## src/rtl/core/hvc_pkg.sv

```systemverilog
package hvc_pkg;

    // Input sample width (signed Q15.16 at the default of 32)
    localparam int SAMPLE_BITS = 32;

    localparam int MARK_BITS = 32;
    localparam int MIN_SPAN_BITS = 16;
    localparam int FRAC_BITS = 16;
    localparam int FILL_BITS = FRAC_BITS + 1;
    localparam int SPAN_BITS = MARK_BITS;
    localparam int REM_BITS = SPAN_BITS + 1;
    localparam int WIDE_SPAN_BITS = MARK_BITS + 2;
    localparam int CMP_BITS = ((SAMPLE_BITS > MARK_BITS) ? SAMPLE_BITS : MARK_BITS) + 1;
    localparam int POS_BITS = FILL_BITS + 2;
    localparam int SEG_BITS = POS_BITS - FRAC_BITS;
    localparam int CHAN_BITS = 8;
    localparam int NUM_CELLS = FILL_BITS;

    localparam logic [FILL_BITS-1:0] ONE_Q16 = FILL_BITS'(1) << FRAC_BITS;
    localparam logic [SEG_BITS-1:0] SEGMENTS = SEG_BITS'(5);

    // Configuration register indexes
    localparam int CFG_ADDR_BITS = 2;
    localparam logic [CFG_ADDR_BITS-1:0] CFG_LOW_MARK = 2'd0;
    localparam logic [CFG_ADDR_BITS-1:0] CFG_HIGH_MARK = 2'd1;
    localparam logic [CFG_ADDR_BITS-1:0] CFG_MIN_SPAN = 2'd2;

    localparam logic [MARK_BITS-1:0] LOW_MARK_RST = 32'd0;
    localparam logic [MARK_BITS-1:0] HIGH_MARK_RST = 32'd6553600;
    localparam logic [MIN_SPAN_BITS-1:0] MIN_SPAN_RST = 16'd7;

    // Segment end colours as {r, g, b}: black, blue, cyan, green, yellow, red
    localparam logic [5:0][2:0] COLOUR_TAB = {
        3'b100, 3'b110, 3'b010, 3'b011, 3'b001, 3'b000
    };

    localparam int CH_RED = 2;
    localparam int CH_GREEN = 1;
    localparam int CH_BLUE = 0;

    // Word handed down the divider row
    typedef struct packed {
        logic                 forced;   // span too narrow, fill is full scale
        logic [REM_BITS-1:0]  rem;      // partial remainder, already shifted
        logic [FILL_BITS-1:0] quo;      // quotient bits so far, MSB first
    } hvc_div_t;

    // One channel: blend of end values a and b, scaled to 0..255, round half up
    function automatic logic [CHAN_BITS-1:0] chan_level(
        input logic                 a,
        input logic                 b,
        input logic [FRAC_BITS-1:0] frac
    );
        logic [FILL_BITS-1:0] v;
        logic [24:0]          t;
        begin
            case ({a, b})
                2'b11:   v = ONE_Q16;
                2'b10:   v = ONE_Q16 - FILL_BITS'(frac);
                2'b01:   v = FILL_BITS'(frac);
                default: v = '0;
            endcase
            t = (25'(v) << 8) - 25'(v) + 25'd32768;
            chan_level = t[23:16];
        end
    endfunction

endpackage

```

## src/rtl/core/hvc_colour.sv

```systemverilog
// Segment lookup and channel interpolation; holds the output register.
module hvc_colour
    import hvc_pkg::*;
(
    input  logic                 clk,
    input  logic                 rst_n,
    input  logic                 up_valid,
    output logic                 up_ready,
    input  hvc_div_t             up_data,
    output logic                 down_valid,
    input  logic                 down_ready,
    output logic [CHAN_BITS-1:0] red,
    output logic [CHAN_BITS-1:0] green,
    output logic [CHAN_BITS-1:0] blue,
    output logic [FILL_BITS-1:0] fill_level
);
    logic [FILL_BITS-1:0] fill;
    logic [POS_BITS-1:0]  pos;
    logic [SEG_BITS-1:0]  seg;
    logic [FRAC_BITS-1:0] frac;
    logic [2:0]           end_a;
    logic [2:0]           end_b;
    logic [CHAN_BITS-1:0] red_next;
    logic [CHAN_BITS-1:0] green_next;
    logic [CHAN_BITS-1:0] blue_next;
    logic                 valid_reg;
    logic [CHAN_BITS-1:0] red_reg;
    logic [CHAN_BITS-1:0] green_reg;
    logic [CHAN_BITS-1:0] blue_reg;
    logic [FILL_BITS-1:0] fill_reg;

    assign fill = up_data.forced ? ONE_Q16 : up_data.quo;
    assign pos  = (POS_BITS'(fill) << 2) + POS_BITS'(fill);
    assign seg  = pos[POS_BITS-1:FRAC_BITS];
    assign frac = pos[FRAC_BITS-1:0];

    always_comb
    begin
        if (seg >= SEGMENTS)
        begin
            // full scale: pure red
            end_a = COLOUR_TAB[SEGMENTS];
            end_b = COLOUR_TAB[SEGMENTS];
        end
        else
        begin
            end_a = COLOUR_TAB[seg];
            end_b = COLOUR_TAB[seg + SEG_BITS'(1)];
        end
        red_next   = chan_level(end_a[CH_RED], end_b[CH_RED], frac);
        green_next = chan_level(end_a[CH_GREEN], end_b[CH_GREEN], frac);
        blue_next  = chan_level(end_a[CH_BLUE], end_b[CH_BLUE], frac);
    end

    assign up_ready = !valid_reg || down_ready;

    always_ff @(posedge clk or negedge rst_n)
    begin
        if (!rst_n)
        begin
            valid_reg <= 1'b0;
        end
        else if (up_ready)
        begin
            valid_reg <= up_valid;
        end
    end

    always_ff @(posedge clk)
    begin
        if (up_ready && up_valid)
        begin
            red_reg   <= red_next;
            green_reg <= green_next;
            blue_reg  <= blue_next;
            fill_reg  <= fill;
        end
    end

    assign down_valid = valid_reg;
    assign red        = red_reg;
    assign green      = green_reg;
    assign blue       = blue_reg;
    assign fill_level = fill_reg;
endmodule

```

## config.mk

```make
export PLATFORM = sky130hd
export DESIGN_NAME = hvc_colour
export DESIGN_NICKNAME = d
export VERILOG_FILES = /design/src/rtl/core/hvc_pkg.sv /design/src/rtl/core/hvc_colour.sv
export SDC_FILE = /design/constraint.sdc
export NUM_CORES = 1
export LEC_CHECK = 0
export BUFFER_PORTS_ARGS = -buffer_cell sky130_fd_sc_hd__buf_2
export CAP_MARGIN = 10
export CORE_MARGIN = 5
export CORE_UTILIZATION = 35
export CTS_CLUSTER_DIAMETER = 50
export CTS_CLUSTER_SIZE = 10
export DETAILED_ROUTE_END_ITERATION = 6
export REMOVE_ABC_BUFFERS = 1
export SLEW_MARGIN = 20
export SYNTH_ARGS = -nofsm -noshare
export SYNTH_HDL_FRONTEND = slang
export SYNTH_SLANG_ARGS = --single-unit
```

## constraint.sdc

```tcl
create_clock -name clk -period 2 [get_ports clk]
set_input_delay 0.1 -clock clk [delete_from_list [all_inputs] [get_ports clk]]
set_output_delay 0.1 -clock clk [all_outputs]
set_load 0.02 [all_outputs]
```

======== After elaboration in Yosys (flattened, before gate mapping) ========
Memories as Yosys holds them, arrays and structs flattened.
Cells that the tools add are included.
cells by class
  add/sub/neg operators ................... 9
  muxes and demuxes ....................... 8
  $lt $le $gt $ge ......................... 3
  equal/unequal tests ..................... 9
  reduce and logical (&&, ||, !) cells .... 3
operators with widths
  operator                  count
  $pmux W17 S3              3
  $add A24 B16 Y24 const B  3
  $sub A24 B17 Y24          3
  $add A19 B17 Y19          1
  $mux W17                  1
  $sub A17 B16 Y17 const A  1
  $eq A2 B2 Y1 const B      6
  $mux W3                   4
  $lt A3 B4 Y1 const B      2
  $eq A2 B1 Y1 const B      3
  $add A3 B1 Y3 const B     1
  $ge A3 B3 Y1 const B      1
  $logic_and A1 B1 Y1       1
  $logic_not A1 Y1          1
  $logic_or A1 B1 Y1        1
word-level totals
  ROM bits ................................ 48
  output and inout bits ................... 43
  input bits .............................. 55
  memories ................................ 2
  register bits ........................... 42
memory list
  memory            words  bits a word  read ports  clocked after memory_dff  wr ports  line              source
  (name not given)  8      3            1           0                         0         hvc_colour.sv:48  end_b = COLOUR_TAB[seg + SEG_BITS'(1)];
  (name not given)  8      3            1           0                         0         hvc_colour.sv:47  end_a = COLOUR_TAB[seg];

======== Logic depth before layout (Yosys ltp) ========
  word-level depth ........................ 10
  depth in mapped cells ................... 37
  mapped depth without buffers ............ 31

======== Worst setup path after synthesis ========
No wires, ideal clock.
  path type ............................... in2reg
  start point ............................. input port up_data[50] in the netlist's numbering
  end point ............................... register blue_reg[5], in the netlist blue[5], data pin
  library setup time ...................... 0.258 ns
  stages on the path ...................... 33
  slack ................................... -4.851 ns
  arrival ................................. 6.593 ns
  required time ........................... 1.742 ns
  path through ............................ buf_2 > clkbuf_1 > clkbuf_1 > clkbuf_1 > nor2b_1 > ha_1 > clkbuf_1 > and2_1 > and3_1 > and3_1 > a221o_1 > o21a_1 > nor2_1 > ha_1 > clkinv_1 > a2111oi_0 > o21a_1 > buf_4 > a21oi_1 > o21ai_1 > inv_1 > ha_1 > ha_1 > a21oi_1 > nor2b_1 > o21ai_0 > nand2b_1 > a21oi_1 > o21ai_0 > nor3_1 > o31a_1 > mux2i_1 > xnor2_1
between the ends
  longest elaborated chain between the ends .. 10
  elaborated cells on any way between the ends .. 17
ends and longest elaborated chain
  element                                              line              source
  start, declared                                      hvc_colour.sv:9   input hvc_div_t up_data,
  $mux W17 *                                           hvc_colour.sv:32  assign fill = up_data.forced ? ONE_Q16 : up_data.quo;
  net fill[12]                                         hvc_colour.sv:17  logic [FILL_BITS-1:0] fill;
  $add A19 B17 Y19 *                                   hvc_colour.sv:33  assign pos = (POS_BITS'(fill) << 2) + POS_BITS'(fill);
  $add A3 B1 Y3                                        hvc_colour.sv:48
  $mem_v2 Z8 W3                                        n/a
  $mux W3 (not written as such)                        hvc_colour.sv:48
  $mux W3                                              hvc_colour.sv:39  if (seg >= SEGMENTS)
  $eq A2 B1 Y1 / $eq A2 B2 Y1 (equally long branches)  hvc_pkg.sv:57     case ({a, b})
  $pmux W17 S3 *                                       hvc_pkg.sv:57
  $sub A24 B17 Y24 *                                   hvc_pkg.sv:63     t = (25'(v) << 8) - 25'(v) + 25'd32768;
  $add A24 B16 Y24 *                                   hvc_pkg.sv:63
  net blue_next[5]                                     hvc_colour.sv:25  logic [CHAN_BITS-1:0] blue_next;
  end signal, assigned                                 hvc_colour.sv:75  blue_reg <= blue_next;
  end, declared                                        hvc_colour.sv:29  logic [CHAN_BITS-1:0] blue_reg;
The timed path passes the listed nets; every way through them passes the cells marked *. The select of a mux whose other input is x is not followed.
A chain may end at the register's enable or synchronous reset.

======== Final worst setup path ========
  start point ............................. input port up_data[50] in the netlist's numbering
  end point ............................... register blue_reg[6], in the netlist blue[6], data pin
The elaborated chain is that of the path after synthesis.

==> impl_metrics.env <==
export IMPL_status="finished, violations left"
export IMPL_violations="negative setup slack"
export IMPL_maxCapViolCount=0
export IMPL_startpoint="up_data[50]"
export IMPL_num_antenna_cells=0
export IMPL_grt_pass1_wl_mm=38.1
export IMPL_core_um2=16600
export IMPL_remaining_drc_errors=0
export IMPL_met1_usage=0.292
export IMPL_r2r_start="down_valid"
export IMPL_areaGrowthSynthToFinish_pct=78.7
export IMPL_firstDrtPassIters=5
export IMPL_total_power_mw=7.52
export IMPL_hold_start="down_ready"
export IMPL_nets=1267
export IMPL_grt_util_met2=0.406
export IMPL_dieArea_um2=19800
export IMPL_muxShareOfSynthArea=0.00859
export IMPL_crit_arrival_ns=5.32
export IMPL_p_leak_nw=4.81
export IMPL_postSynthCellCount=749
export IMPL_period_needed_ns=5.27
export IMPL_dp_hpwl_mm=16.8
export IMPL_synth_area_leader_cell="edfxtp_1"
export IMPL_path_max_fanout=7
export IMPL_fp_dieW_um=141
export IMPL_cp_end_kind="flop"
export IMPL_synth_xor_area_frac=0.0792
export IMPL_synth_distinct_cells=81
export IMPL_ys_flop_type="edfxtp_1"
export IMPL_cts_buffers=5
export IMPL_yosys_area_share_simple=0.228
export IMPL_cp_start_kind="primary input"
export IMPL_start_util=0.359
export IMPL_hold_viol_final=0
export IMPL_place_ws_ns=-4.05
export IMPL_portBuffers=64
export IMPL_skew_ns=0.00729
export IMPL_power_switching_mw=3.10
export IMPL_vias=7543
export IMPL_num_fill_cells=1343
export IMPL_synthAdderAreaFrac=0.155
export IMPL_maxSlewHeadroom=0.593
export IMPL_worstMarginPinSlew_ns=0.606
export IMPL_ios=98
export IMPL_rows=47
export IMPL_cts_root_buf="clkbuf_16"
export IMPL_largest_register_ffs=17
export IMPL_mappedNetlistArea_um2=5970
export IMPL_drive_above_1_share=0.535
export IMPL_reg2reg_slack_ns=0.77
export IMPL_syn_avg_cell_area_um2=7.97
export IMPL_drv_slew=0
export IMPL_finalInstanceArea_um2=10700
export IMPL_synth_top_area_frac=0.206
export IMPL_gp_congestion=0.954
export IMPL_insertion_delay_ns=0.31
export IMPL_clkPwrFrac=0.112
export IMPL_antenna_left=0
export IMPL_cp_required_ns=2.06
export IMPL_ys_seq_area_frac=0.210
export IMPL_place_area_um2=8560
export IMPL_ys_top_cells_by_count="ha_1, nor2_1, nand2_1"
export IMPL_synthMostInstantiatedCell="ha_1"
export IMPL_p_int_mw=4.42
export IMPL_wl_per_cell_um=18.3
export IMPL_top_usage_layer="met2"
export IMPL_grt_pass1_vias=7486
export IMPL_switching_share=0.412
export IMPL_synth_compound_area_frac=0.271
export IMPL_cts_tree="built"
export IMPL_ir_worst_vdd_mv=0.404
export IMPL_use_met3=0.0538
export IMPL_grtUsageTotal=0.238
export IMPL_ys_top_cells_by_area="edfxtp_1, ha_1, xnor2_1"
export IMPL_max_freq_ghz=0.190
export IMPL_synth_edf_count=41
export IMPL_clock_sinks=42
export IMPL_slowest_delay_ns=0.34
export IMPL_grt_max_degree=42
export IMPL_synth_top_family_by_area="compound AO/OA/AOI/OAI gates"
export IMPL_fin_util=0.641
export IMPL_postLayoutSetupSlackWorst_ns=-3.27
export IMPL_viasPerCell=5.55
export IMPL_clk_pin_slew_ns=0.06
export IMPL_finalSetupViolCount=24
export IMPL_overflow=0
export IMPL_rsz0062_at_grt="true"
export IMPL_clk_path_buf_depth=2
export IMPL_antenna_found_initial=0
export IMPL_routed_wl_mm=24.9
export IMPL_period_share=2.63
export IMPL_drtIter0Drc=585
export IMPL_crit_path_frequent_cell="buf_4"
export IMPL_yosys_warnings=0
export IMPL_seqPwrFrac=0.170
export IMPL_pwr_share_comb=0.717
export IMPL_hp_class="in2reg"
export IMPL_crit_slowest_cell="or2_2"
export IMPL_htreeDepth=2
export IMPL_critPathKind="in2reg"
export IMPL_dieHeight_um=141
export IMPL_synth_async_reset_ratio=0.0238
export IMPL_ys_seq_elements=42
export IMPL_powerDensity_nw_per_um2=704
worst max-delay path: cells and delay by family:
family / cells / cell delay (ns)
fa+ha+maj: 3 / 0.70
simple gates: 9 / 1.70
compound gates: 9 / 1.39
buf+inv: 8 / 1.09
xor+xnor: 2 / 0.33
layout by cell type (no fill, tap or decap), types with 13 or more instances in the layout:
cell type	Yosys	layout
buf_6	0	20
a21oi_1	55	28
nand3_1	20	19
inv_1	40	36
xor2_1	21	16
ha_4	0	30
buf_2	9	63
o21ai_0	43	27
xnor2_1	33	31
ha_1	73	40
nand2_1	58	50
edfxtp_1	41	41
nor2_1	69	55
buf_4	1	317
a21o_1	13	13
a21oi_2	0	24
logic make-up (layout without fill, tap and decap cells):
logic type | count (synthesis) | count (layout)
AOI/OAI and AO/OA | 235 | 235
xor gates and xnor gates | 54 | 54
adders and majority gates | 74 | 74
buffers and inverters | 72 | 463
DFF | 42 | 42
muxes | 5 | 5
and+or+nand+nor | 267 | 267
path summary, 6_finish.rpt:
kind                            cells after the start       endpoint
min in group asynchronous                           2     down_valid
worst min-delay path                                3     down_valid
max in group asynchronous                           2     down_valid
worst min register to register                      2     down_valid
worst max-delay path                               31        blue[6]
worst max register to register                      3  fill_level[9]
per-stage QoR:
| step | std cells | hold slack, ns | setup TNS [ns] |
|---|---|---|---|
| after global routing | 1360 | 0.100 | -77.60 |
| after global placement | 1283 | -0.126 | -88.48 |
| after CTS | 1340 | 0.0854 | -67.42 |
| after detailed placement | 1283 | -0.125 | -90.87 |
| after floorplan | 719 | -0.196 | -100.69 |
| final | 1360 | 0.0869 | -73.34 |
power by group through the flow:
stage	registers (mW)	logic (mW)	clock network [mW]
floorplan	1.53	1.96	0
global placement	1.30	3.93	0
detailed placement	1.30	3.99	0
CTS	1.28	4.86	0.870
global route	1.30	5.80	0.902
finish	1.28	5.39	0.842
metal layers:
| layer | share of wire | vias to the layer above |
|---|---|---|
| met5 | 0 | - |
| met4 | 0.037 | 0 |
| met3 | 0.071 | 84 |
| met2 | 0.49 | 307 |
| met1 | 0.40 | 3575 |
| li1 | - | 3577 |
what timing repair did:
action,CTS,global route
gates resized for setup,200,78
endpoints found under the setup margin,24,24
setup buffers,49,25
hold endpoints to repair,2,0
pin swaps,130,70
gates cloned,3,1
hold buffers,2,0
cell type report:
class / count / area [um^2] / area share
Sequential cell: 42 / 1260 / 0.118
Inverter: 42 / 168 / 0.0157
Timing Repair Buffer: 413 / 3170 / 0.297
Tap cell: 220 / 275 / 0.0258
Multi-Input combinational cell: 635 / 5670 / 0.531
Clock buffer: 8 / 136 / 0.0128
No activity file was read; power rests on OpenSTA's default activity.
