$ cat config.mk
export PLATFORM = sky130hd
export DESIGN_NAME = hvc_div_cell
export DESIGN_NICKNAME = d
export VERILOG_FILES = /design/src/rtl/core/hvc_pkg.sv /design/src/rtl/core/hvc_div_cell.sv
export SDC_FILE = /design/constraint.sdc
export NUM_CORES = 1
export LEC_CHECK = 0
export ABC_AREA = 0
export BUFFER_PORTS_ARGS = -buffer_cell sky130_fd_sc_hd__buf_2
export CORE_UTILIZATION = 35
export DETAILED_ROUTE_END_ITERATION = 16
export PLACE_DENSITY = 0.63
export SLEW_MARGIN = 20
export SYNTH_ARGS = -nofsm -noshare
export SYNTH_HDL_FRONTEND = slang
export SYNTH_SLANG_ARGS = --single-unit
export TNS_END_PERCENT = 50
$ cat constraint.sdc
create_clock -name clk -period 2 [get_ports clk]
set_clock_uncertainty 0.05 [all_clocks]
set_input_delay 0.3 -clock clk [delete_from_list [all_inputs] [get_ports clk]]
set_output_delay 0.3 -clock clk [all_outputs]
set_load 0.005 [all_outputs]
$ cat src/rtl/core/hvc_pkg.sv
package hvc_pkg;

    // Input sample width (signed Q15.16 at the default of 32)
    localparam int SAMPLE_BITS = 32;

    localparam int MARK_BITS = 32;
    localparam int MIN_SPAN_BITS = 16;
    localparam int FRAC_BITS = 16;
    localparam int FILL_BITS = FRAC_BITS + 1;
    localparam int SPAN_BITS = MARK_BITS;
    localparam int REM_BITS = SPAN_BITS + 1;
    localparam int WIDE_SPAN_BITS = MARK_BITS + 2;
    localparam int CMP_BITS = ((SAMPLE_BITS > MARK_BITS) ? SAMPLE_BITS : MARK_BITS) + 1;
    localparam int POS_BITS = FILL_BITS + 2;
    localparam int SEG_BITS = POS_BITS - FRAC_BITS;
    localparam int CHAN_BITS = 8;
    localparam int NUM_CELLS = FILL_BITS;

    localparam logic [FILL_BITS-1:0] ONE_Q16 = FILL_BITS'(1) << FRAC_BITS;
    localparam logic [SEG_BITS-1:0] SEGMENTS = SEG_BITS'(5);

    // Configuration register indexes
    localparam int CFG_ADDR_BITS = 2;
    localparam logic [CFG_ADDR_BITS-1:0] CFG_LOW_MARK = 2'd0;
    localparam logic [CFG_ADDR_BITS-1:0] CFG_HIGH_MARK = 2'd1;
    localparam logic [CFG_ADDR_BITS-1:0] CFG_MIN_SPAN = 2'd2;

    localparam logic [MARK_BITS-1:0] LOW_MARK_RST = 32'd0;
    localparam logic [MARK_BITS-1:0] HIGH_MARK_RST = 32'd6553600;
    localparam logic [MIN_SPAN_BITS-1:0] MIN_SPAN_RST = 16'd7;

    // Segment end colours as {r, g, b}: black, blue, cyan, green, yellow, red
    localparam logic [5:0][2:0] COLOUR_TAB = {
        3'b100, 3'b110, 3'b010, 3'b011, 3'b001, 3'b000
    };

    localparam int CH_RED = 2;
    localparam int CH_GREEN = 1;
    localparam int CH_BLUE = 0;

    // Word handed down the divider row
    typedef struct packed {
        logic                 forced;   // span too narrow, fill is full scale
        logic [REM_BITS-1:0]  rem;      // partial remainder, already shifted
        logic [FILL_BITS-1:0] quo;      // quotient bits so far, MSB first
    } hvc_div_t;

    // One channel: blend of end values a and b, scaled to 0..255, round half up
    function automatic logic [CHAN_BITS-1:0] chan_level(
        input logic                 a,
        input logic                 b,
        input logic [FRAC_BITS-1:0] frac
    );
        logic [FILL_BITS-1:0] v;
        logic [24:0]          t;
        begin
            case ({a, b})
                2'b11:   v = ONE_Q16;
                2'b10:   v = ONE_Q16 - FILL_BITS'(frac);
                2'b01:   v = FILL_BITS'(frac);
                default: v = '0;
            endcase
            t = (25'(v) << 8) - 25'(v) + 25'd32768;
            chan_level = t[23:16];
        end
    endfunction

endpackage

$ cat src/rtl/core/hvc_div_cell.sv
// One restoring-division step: one quotient bit per cell.
module hvc_div_cell
    import hvc_pkg::*;
(
    input  logic                 clk,
    input  logic                 rst_n,
    input  logic [SPAN_BITS-1:0] span,
    input  logic                 up_valid,
    output logic                 up_ready,
    input  hvc_div_t             up_data,
    output logic                 down_valid,
    input  logic                 down_ready,
    output hvc_div_t             down_data
);
    logic                 take;
    logic [REM_BITS-1:0]  rem_left;
    logic                 valid_reg;
    hvc_div_t             data_reg;
    hvc_div_t             data_next;

    assign take     = up_data.rem >= REM_BITS'(span);
    assign rem_left = take ? (up_data.rem - REM_BITS'(span)) : up_data.rem;

    always_comb
    begin
        data_next.forced = up_data.forced;
        // remainder stays below span, so the shift cannot overflow
        data_next.rem    = {rem_left[REM_BITS-2:0], 1'b0};
        data_next.quo    = {up_data.quo[FILL_BITS-2:0], take};
    end

    assign up_ready = !valid_reg || down_ready;

    always_ff @(posedge clk or negedge rst_n)
    begin
        if (!rst_n)
        begin
            valid_reg <= 1'b0;
        end
        else if (up_ready)
        begin
            valid_reg <= up_valid;
        end
    end

    always_ff @(posedge clk)
    begin
        if (up_ready && up_valid)
        begin
            data_reg <= data_next;
        end
    end

    assign down_valid = valid_reg;
    assign down_data  = data_reg;
endmodule

Word-level counts from Yosys, hierarchy flattened:

Index checks and enable logic that the tools add are counted.

* word-level logic and storage cells: 10
* input bits: 87
* output and inout bits: 53
* register bits after elaboration: 51

* magnitude comparators: 1
* $add $sub $neg: 1
* reductions and logical operators: 3
* mux-type cells: 1

Operators with widths (count)
* $ge A33 B32 Y1: 1
* $mux W32: 1
* $sub A32 B32 Y32: 1
* $logic_and A1 B1 Y1: 1
* $logic_not A1 Y1: 1
* $logic_or A1 B1 Y1: 1

Longest topological paths before layout:

Gate-level depths: netlist (run 1).

* word-level depth: 3
* depth in mapped cells: 13
* mapped depth without buffers: 12

Least setup slack after synthesis (run 1):

OpenSTA, ideal clock, no wires.

* path type: input -> register
* from: input span[7]
* to: register data_reg, in the netlist down_data[31], data pin
* data required time: 1688 ps
* path buffers: 2
* cell stages on the path: 12
* arrival: 2814 ps
* setup slack: -1126 ps
* path through: inv_1 -> ha_1 -> buf_2 -> nand4_1 -> or4_1 -> a21oi_1 -> nor3_1 -> a211oi_2 -> o21ai_2 -> o31ai_4 -> buf_4 -> mux2_1

* word-level cells in the longest chain between the ends: 2

RTL lines
* start, declared: RTL line hvc_div_cell.sv:7 `input logic [SPAN_BITS-1:0] span,`
* $sub A32 B32 Y32 / $ge A33 B32 Y1 (equally long branches): RTL line hvc_div_cell.sv:22, hvc_div_cell.sv:21
* $mux W32 *: RTL line hvc_div_cell.sv:22 `assign rem_left = take ? (up_data.rem - REM_BITS'(span)) : up_data.rem;`
* named net rem_left[13]: RTL line hvc_div_cell.sv:16 `logic [REM_BITS-1:0] rem_left;`
* end signal, assigned: RTL line hvc_div_cell.sv:50 `data_reg <= data_next;`
* end, declared: RTL line hvc_div_cell.sv:18 `hvc_div_t data_reg;`

The timed path passes the listed nets; every way through them passes the cells marked *.
A chain may end at the register's enable or synchronous reset.

Worst setup path after layout (run 1):

* from: input up_data[34] in the netlist's numbering
* to: register data_reg, in the netlist down_data[42], data pin

* word-level cells in the longest chain between the ends: 2

RTL lines
* start, declared: RTL line hvc_div_cell.sv:10 `input hvc_div_t up_data,`
* $sub A32 B32 Y32 / $ge A33 B32 Y1 (equally long branches): RTL line hvc_div_cell.sv:22, hvc_div_cell.sv:21
* $mux W32 *: RTL line hvc_div_cell.sv:22
* named net rem_left[24]: RTL line hvc_div_cell.sv:16

Marked as above.

==> impl_metrics.yaml, run 1 <==
synth:
  syn_area_sq_um: 3766
  ys_seq_area_share_pct: 40.53
  synth-edff-count: 50
  synth_area_leader_cell: "edfxtp_1"
  synthCells: 401
  ys_types: 50
  ys_warn_count: 0
  synth-seq-cells: 51
  synthTopCellsByArea: "edfxtp_1 40%, ha_1 11%, a21oi_1 7.4%"
  synthFlopType: "edfxtp_1"
  syn_area_per_cell_sq_um: 9.392
  async_flop_share_pct: 1.961
  synth_top_area_share_pct: 39.87
  synth_nets: 521
cts:
  numCtsBuffers: 5
  cts_tree: "built"
  clock_latency_ns: 0.30
  clkTransAtPathRegs_ns: 0.10
  cts.sinks: 51
  clk_path_buf_depth: 2
  cts-root-buf: "clkbuf_8"
  cts-htree-levels: 2
global_routing:
  antenna_found_initial: 0
  grt_use_total_pct: 18.89
  grt_max_degree: 51
  grt-ovfl-total: 0
  grt_pass1_vias: 3677
  grt_pass1_wl_um: 16970
timing:
  period_minus_slack_ns: 2.713
  worst_pin_slew_ns: 0.5632
  final.setup.worst_slack_ns: -0.7133
  grt_setup_unrepaired: "yes"
  final-hold-violation-count: 0
  drv_slew: 0
  max_freq_ghz: 0.3686
  fin_crit_sh_pct: 135.7
  setup-violations-final: 33
  relSlewSlack_pct: 62.28
place:
  dp_hpwl_um: 8204
  dp.cells: 744
  port_buffers: 137
  gp_congestion: 0.9399
  dpl_cell_area_sq_um: 5348
setup_path:
  r2r-start: "down_valid$_DFFE_PN0N_"
  cp_max_fo: 6
  worstSetupEndpointType: "flip-flop"
  rrSetupSlack_ns: 0.71
  slowest_stage: "or4_4"
  worstPathArrival_ns: 2.74
  path_class: "input pin to flip-flop"
  cpLargestDelayFamily: "compound AO/OA/AOI/OAI gates"
  cp_common_cell: "buf_6"
  critical_path_required_ns: 2.02
  reg2regPathDepth: 3
  worst-path-buf-inv: 4
  cp-start-kind: "input pin"
  rr_endpoint: "down_data[43]$_DFFE_PP_"
  path_cells: "buf_6 -> ha_4 -> nand4_1 -> or4_4 -> a21oi_4 -> nor3_4 -> a211oi_2 -> o21ai_2 -> o31ai_4 -> buf_4 -> buf_6 -> clkbuf_16 -> o21ai_1"
  max_stage_delay_ns: 0.54
outcome:
  violations: "negative setup slack"
  status: "complete, but fails checks"
floorplanning:
  die_y_um: 105.7
  die_w_um: 105.7
  io-pin-count: 140
  dieArea_sq_um: 11180
  fp-row-count: 37
  coreArea_sq_um: 10370
  initial_core_util_pct: 36.32
power_and_ir_drop:
  p_leak_uw: 0.002734
  power_frac_clock_pct: 18.2
  ir_drop_v: 0.0002911
  p_per_area_nw_per_um2: 573.3
  p_comb_share_pct: 42.7
  p_switching_uw: 1084
  switching_share_pct: 31.76
  seqPwrFrac_pct: 39.1
  internal_power_uw: 2328
worst_hold_path:
  holdCritStartpoint: "up_data[9]"
  holdPathStages: 1
  hp-class: "input pin to flip-flop"
  holdPathEnd: "down_data[10]$_DFFE_PP_"
cells_and_area:
  fin_area_sq_um: 5952
  n_antenna_cell: 0
  fin_cells: 764
  n_fill_cell: 901
  area_delta_synth_final_pct: 58.04
  drive_gt1_share_pct: 49.84
  finish.net_count: 747
detailed_routing:
  dr.pass1.iters: 4
  drc: 0
  wire_per_inst_um: 14.39
  drt_iter0_drc: 156
  viasPerCell: 4.936
  vias: 3771
  postRouteAntennaNets: 0
  drt_wl_total_um: 11000
job:
  cap_violations: 0
cell type report:
type                    count  area (sq um)  area share (%)
well taps                 136         170.2           2.859
clock inverters             3         20.02          0.3363
repair buffers            238          1658           27.85
flip-flops and latches     51          1526           25.65
inverters                  38         160.2           2.691
multi-input cells         293          2349           39.46
clock buffers               5         68.82           1.156
worst max-delay path by stage:
stage | start | end | slack [ns] | depth (start not counted)
floorplan | span[7] | down_data[31]$_DFFE_PP_ | -1.01 | 12
global placement | span[18] | down_data[41]$_DFFE_PP_ | -1.09 | 12
detailed placement | up_data[17] | down_data[48]$_DFFE_PP_ | -1.15 | 13
CTS | up_data[17] | down_data[48]$_DFFE_PP_ | -0.73 | 13
global route | span[18] | down_data[34]$_DFFE_PP_ | -0.81 | 15
finish | up_data[34] | down_data[42]$_DFFE_PP_ | -0.71 | 13
power by group through the flow:
stage / sequential (uW) / combinational (uW) / clock (uW)
after floorplan: 1380 / 709 / 0
after global placement: 1360 / 1240 / 0
after detailed placement: 1360 / 1260 / 0
after CTS: 1330 / 1340 / 648
after global routing: 1340 / 1590 / 682
final: 1330 / 1460 / 621
flip-flops by register name (all words and copies together) (netlist names):
signal      count
down_data      50
down_valid      1
synth_stat cells, types with 4 or more instances:
cell type and instances:
nand4_1 8, mux2_2 6, a31oi_1 5, clkbuf_1 6, o21ai_0 16, nand2b_1 5
inv_1 38, ha_1 32, edfxtp_1 50, buf_2 8, a21oi_1 56, xor2_1 12
nor4_1 4, o211ai_1 4, xnor2_1 15, mux2_1 4, a21o_1 12, nand3_1 8
nand2_1 26, o21a_1 6, buf_4 4, nor2_1 35
layer usage:
metal  up-vias  share of wire [%]  GRT usage, %
met2       140                 47         30.95
met5         -                  0             0
met3        14                6.5         2.597
li1       1892                  -             -
met4         0                1.7         5.655
met1      1725                 45         25.80
through the flow:
stage               setup TNS [ns]  power [uW]  worst slack [ns]  util, %  hold slack (ns)
CTS                         -21.18        3322           -0.7262    54.51          0.09909
global placement            -33.53        2601            -1.088    51.57          0.02451
detailed placement          -34.00        2616            -1.155    51.57          0.02876
global route                -24.79        3618           -0.8146    57.40          0.09560
finish                      -21.47        3412           -0.7133    57.40           0.1113
floorplan                   -30.20        2084            -1.008        -         -0.04559
cells in the final DEF (no fill, tap or decap), drive strengths merged, types with 2 or more instances in the layout:
cell type / count
nand2: 26
nand3: 8
nand2b: 5
a211oi: 4
xor2: 12
mux2: 10
ha: 32
o21bai: 3
nor4: 4
nand4: 8
and4: 2
nor2b: 3
nor2: 35
inv: 38
a21oi: 56
xnor2: 15
or4: 2
o211ai: 4
o22ai: 2
clkbuf: 7
o31ai: 2
clkinv: 2
a2bb2oi: 2
o21a: 6
nor3: 2
and2: 3
buf: 235
a21o: 12
a31oi: 5
edfxtp: 50
o21ai: 18
cells by family (layout without fill, tap and decap cells):
kind of cell	count (synthesis)	in the layout	share of synthesized area, %
xor+xnor	27	27	6.279
fa+ha+maj	33	33	11.16
other cells	1	1	0.09957
buf+inv	57	284	6.379
simple gates	102	102	12.86
compound gates	119	119	19.44
mux	11	11	3.256
flops	51	51	40.53
timing repair:
action                                  CTS  global route
endpoints found under the hold margin     1             0
resized for setup                        41            51
pin swaps                                 9             9
setup buffers                             3             4
endpoints found under the setup margin   33            33
hold buffers                              1             0
cloned                                    0             4
(Power assumes the default switching activity.)
==> run 2: changes to the inputs <==
Settings changed: PLACE_DENSITY 0.63 to not set, PLACE_DENSITY_LB_ADDON set to 0.08.
==> run 2 against run 1 <==
Compared with the run above: the run still ends with negative setup slack left; routed wire length decreased by 4.2%; critical path type unchanged; die area unchanged; critical endpoint is now down_data[48]$_DFFE_PP_; worst setup slack worse by 0.037 ns; register-to-register slack worse by 0.04 ns.
==> impl_metrics.yaml, run 2 (synthesized netlist as in run 1, its figures left out) <==
outcome:
  status: "complete, but fails checks"
  violations: "negative setup slack"
cells_and_area:
  n_antenna_cell: 0
  largest_reg_flops: 50
  area_delta_synth_final_pct: 55.55
  n_fill_cell: 976
  fin_area_sq_um: 5858
  final_cell_mix: "119 x buf_2, 93 x buf_4, 50 x edfxtp_1, 48 x a21oi_1, 33 x nor2_1"
  finish.net_count: 750
  final_common_cell: "buf_2"
  fin_cells: 767
  fin_util_pct: 56.49
  drive_gt1_share_pct: 47.86
cts:
  numCtsBuffers: 5
  clock_latency_ns: 0.31
  cts.sinks: 51
  cts_tree: "built"
  cts-root-buf: "clkbuf_8"
  cts-htree-levels: 2
  clkTransAtPathRegs_ns: 0.09
  clk_path_buf_depth: 2
timing:
  fin_crit_sh_pct: 137.5
  holdWs_ns: 0.1090
  setup-violations-final: 33
  final.setup.worst_slack_ns: -0.7507
  worst_pin_slew_ns: 0.5432
  grt_setup_unrepaired: "yes"
  final-hold-violation-count: 0
  relSlewSlack_pct: 63.62
  drv_slew: 0
  tns_ns: -20.64
  period_minus_slack_ns: 2.751
  max_freq_ghz: 0.3636
place:
  dpl_cell_area_sq_um: 5308
  port_buffers: 137
  dp.cells: 742
  dp_hpwl_um: 7947
  gp_congestion: 0.8493
floorplanning:
  die_w_um: 105.7
  initial_core_util_pct: 36.32
  fp-row-count: 37
  io-pin-count: 140
  coreArea_sq_um: 10370
  die_y_um: 105.7
  dieArea_sq_um: 11180
setup_path:
  worstPathArrival_ns: 2.77
  cp_max_fo: 2
  path_class: "input pin to flip-flop"
  critical_path_required_ns: 2.02
  cp-start-kind: "input pin"
  worstSetupEndpointType: "flip-flop"
detailed_routing:
  drt_iter0_drc: 129
  dr.pass1.iters: 4
  viasPerCell: 4.787
  drt_wl_total_um: 10540
  postRouteAntennaNets: 0
  vias: 3672
  wire_per_inst_um: 13.74
  drc: 0
global_routing:
  grt_max_degree: 51
  grt_pass1_wl_um: 16930
  grt_use_total_pct: 18.85
  grt-ovfl-total: 0
  grt_pass1_vias: 3650
  antenna_found_initial: 0
power_and_ir_drop:
  ir_drop_v: 0.0003053
  p_leak_uw: 0.002718
  p_per_area_nw_per_um2: 577.6
job:
  cap_violations: 0
worst_hold_path:
  hp-class: "input pin to flip-flop"
-- run 2: layout make-up --
class	count	area, sq um	share of cell area, %
tap	136	170.2	2.905
clock inverter	2	16.27	0.2777
sequential	51	1526	26.06
timing repair buffer	241	1662	28.36
multi-input combinational	293	2243	38.30
inverter	38	157.7	2.691
clock buffer	6	82.58	1.410
-- run 2: routing by layer --
layer  up-vias  part of all wire (%)  global-route usage (%)
met5         -                     0                       0
met4         0                  0.88                   4.464
met3         6                   5.3                   2.536
met2        99                    45                   31.23
met1      1671                    48                   25.96
li1       1896                     -                       -
-- run 2: through the flow --
stage          setup WS [ns]  power (uW)
2_1_floorplan         -1.008        2084
3_3_place_gp          -1.163        2594
3_5_place_dp          -1.208        2600
4_1_cts              -0.7164        3390
5_1_grt              -0.7941        3602
6_report             -0.7507        3384
-- run 2: repair_timing --
item / CTS / global route
hold buffers: 1 / 0
setup buffers: 12 / 1
cloned: 2 / 1
endpoints found under the setup margin: 33 / 33
hold endpoints to repair: 1 / 0
pin swaps: 15 / 1
resized for setup: 65 / 11
-- run 2: worst paths after layout --
| kind | cells after the start | slack [ns] | to | start |
|---|---|---|---|---|
| max in group asynchronous | 2 | 1.58 | down_valid$_DFFE_PN0N_ | rst_n |
| worst max register to register | 3 | 0.67 | down_data[0]$_DFFE_PP_ | down_valid$_DFFE_PN0N_ |
| worst max-delay path | 13 | -0.75 | down_data[48]$_DFFE_PP_ | up_data[17] |
| worst min-delay path | 1 | 0.11 | down_data[14]$_DFFE_PP_ | up_data[13] |
| min in group asynchronous | 2 | 0.24 | down_valid$_DFFE_PN0N_ | rst_n |
| worst min register to register | 2 | 0.52 | down_valid$_DFFE_PN0N_ | down_valid$_DFFE_PN0N_ |
-- run 2: worst max-delay path: stages --
cell and delay (ns):
buf_8 0.08, inv_4 0.03, ha_4 0.16, fa_2 0.37, nand2b_4 0.16, a21oi_4 0.16, o21ai_2 0.08, o311a_1 0.36
a31oi_2 0.23, a21oi_2 0.11, o41ai_2 0.37, xor2_1 0.11, mux2_4 0.26
-- run 2: power by group --
part	total (uW)	leakage [uW]	internal [uW]	switching, uW
Clock	654	0.0000474	283	371
Combinational	1400	0.00219	741	657
Sequential	1330	0.000485	1310	19.3
Total	3380	0.00272	2340	1050
==> run 3: changes to the inputs <==
Settings changed: RECOVER_POWER set to 25.
==> run 3 against run 2 <==
Compared with the run above: the run still ends with negative setup slack left; flip-flop and latch count did not move; non-clock buffer count unchanged; sequential power about the same; first-iteration DRC count decreased by 22%; clock power about the same; critical path depth unchanged; combinational power about the same; via count is 0.35% higher; global-route usage is the same; critical path type unchanged; largest power group unchanged; highest routed layer unchanged.
==> impl_metrics.yaml, run 3 (synthesized netlist as in run 1, its figures left out) <==
worst_hold_path:
  holdPathStages: 1
  holdCritStartpoint: "up_data[10]"
  hp-class: "input pin to flip-flop"
  holdPathEnd: "down_data[11]$_DFFE_PP_"
timing:
  setup-violations-final: 33
  relSlewSlack_pct: 63.75
  max_freq_ghz: 0.3636
  worst_pin_slew_ns: 0.5413
  period_minus_slack_ns: 2.750
  grt_setup_unrepaired: "yes"
  final-hold-violation-count: 0
  fin_crit_sh_pct: 137.5
  tns_ns: -20.63
  drv_slew: 0
  final.setup.worst_slack_ns: -0.7504
cells_and_area:
  regArea_sq_um: 1526
  area_delta_synth_final_pct: 55.45
  finish.net_count: 750
  fin_area_sq_um: 5854
  n_fill_cell: 977
  multi_input_area_sq_um: 2243
  final_common_cell: "buf_2"
  drive_gt1_share_pct: 47.39
  final_cell_mix: "116 x buf_2, 93 x buf_4, 50 x edfxtp_1, 48 x a21oi_1, 33 x nor2_1"
  n_antenna_cell: 0
  largest_reg_flops: 50
power_and_ir_drop:
  p_leak_uw: 0.002710
  p_per_area_nw_per_um2: 578.0
  ir_drop_v: 0.0003054
floorplanning:
  coreArea_sq_um: 10370
  io-pin-count: 140
  die_y_um: 105.7
  dieArea_sq_um: 11180
  initial_core_util_pct: 36.32
  fp-row-count: 37
  die_w_um: 105.7
detailed_routing:
  postRouteAntennaNets: 0
  drt_iter0_drc: 101
  drc: 0
  viasPerCell: 4.804
  dr.pass1.iters: 4
  vias: 3685
  wire_per_inst_um: 13.74
  drt_wl_total_um: 10540
setup_path:
  worst-path-buf-inv: 2
  r2r-start: "down_valid$_DFFE_PN0N_"
  cp_max_fo: 2
  critical_path_required_ns: 2.02
  path_class: "input pin to flip-flop"
  max_stage_delay_ns: 0.37
  reg2regPathDepth: 3
  rrSetupSlack_ns: 0.67
  cp-start-kind: "input pin"
  worstPathArrival_ns: 2.77
  rr_endpoint: "down_data[0]$_DFFE_PP_"
  slowest_stage: "fa_2"
  path_cells: "buf_8 -> inv_4 -> ha_4 -> fa_2 -> nand2b_4 -> a21oi_4 -> o21ai_2 -> o311a_1 -> a31oi_2 -> a21oi_2 -> o41ai_2 -> xor2_1 -> mux2_4"
  cpLargestDelayFamily: "compound AO/OA/AOI/OAI gates"
  worstSetupEndpointType: "flip-flop"
cts:
  clock_latency_ns: 0.31
  cts-root-buf: "clkbuf_8"
  clk_path_buf_depth: 2
  cts.sinks: 51
  cts_tree: "built"
  cts-htree-levels: 2
  numCtsBuffers: 5
  clkTransAtPathRegs_ns: 0.09
place:
  dpl_cell_area_sq_um: 5308
  gp_congestion: 0.8493
  dp_hpwl_um: 7947
  port_buffers: 137
global_routing:
  grt_pass1_vias: 3650
  grt_use_total_pct: 18.85
  grt_max_degree: 51
  grt-ovfl-total: 0
  antenna_found_initial: 0
  grt_pass1_wl_um: 16930
outcome:
  violations: "negative setup slack"
  status: "complete, but fails checks"
job:
  cap_violations: 0
==> run 3: cell types whose count changed in the layout (fill, tap and decap cells not counted), sizes merged <==
cell	change
buf	-3
clkbuf	+3
==> run 3: worst max path at each step <==
| stage | startpoint | end | slack [ns] | cells past startpoint |
|---|---|---|---|---|
| global placement | up_data[17] | down_data[48]$_DFFE_PP_ | -1.16 | 13 |
| detailed placement | up_data[17] | down_data[48]$_DFFE_PP_ | -1.21 | 13 |
| floorplan | span[7] | down_data[31]$_DFFE_PP_ | -1.01 | 12 |
| finish | up_data[17] | down_data[48]$_DFFE_PP_ | -0.75 | 13 |
| global route | up_data[17] | down_data[48]$_DFFE_PP_ | -0.79 | 13 |
| CTS | up_data[17] | down_data[48]$_DFFE_PP_ | -0.72 | 13 |
==> run 3: where the power goes <==
group / total (uW) / switching [uW] / internal, uW
clock: 655 / 371 / 283
sequential: 1330 / 19.5 / 1310
combinational: 1400 / 657 / 740
total: 3380 / 1050 / 2340
==> run 3: stage by stage <==
step | std cells | power [uW] | util [%] | worst slack, ns | hold WS (ns)
4_1_cts | 765 | 3390 | 55.72 | -0.7164 | 0.09696
6_report | 767 | 3384 | 56.46 | -0.7504 | 0.1086
2_1_floorplan | 401 | 2084 | - | -1.008 | -0.04559
3_5_place_dp | 742 | 2600 | 51.18 | -1.208 | 0.02974
5_1_grt | 767 | 3601 | 56.46 | -0.7941 | 0.08719
3_3_place_gp | 742 | 2594 | 51.18 | -1.163 | 0.02460
==> run 3: final cells by class <==
class	instances	area share [%]
clock inverter	2	0.2778
multi-input combinational	293	38.32
sequential	51	26.07
timing repair buffer	241	28.32
tap	136	2.907
clock buffer	6	1.411
inverter	38	2.693
==> run 3: what timing repair did <==
action | in CTS | in global routing
gates cloned | 2 | 1
hold buffers | 1 | 0
endpoints found under the hold margin | 1 | 0
buffers inserted | 12 | 1
setup endpoints to repair | 33 | 33
pin swaps | 15 | 1
resized for setup | 65 | 11
==> run 3: per-layer routing <==
| layer | part of all wire, % | track usage (%) |
|---|---|---|
| met1 | 49 | 25.96 |
| met2 | 45 | 31.23 |
| met3 | 4.9 | 2.536 |
| met4 | 0.88 | 4.464 |
| met5 | 0 | 0 |
==> run 3: worst reg2reg max path: stages, from the launching register on <==
cell	delay (ns)
dfrtp_1	0.40
nand2b_1	0.11
and2_2	0.17
buf_12	0.27
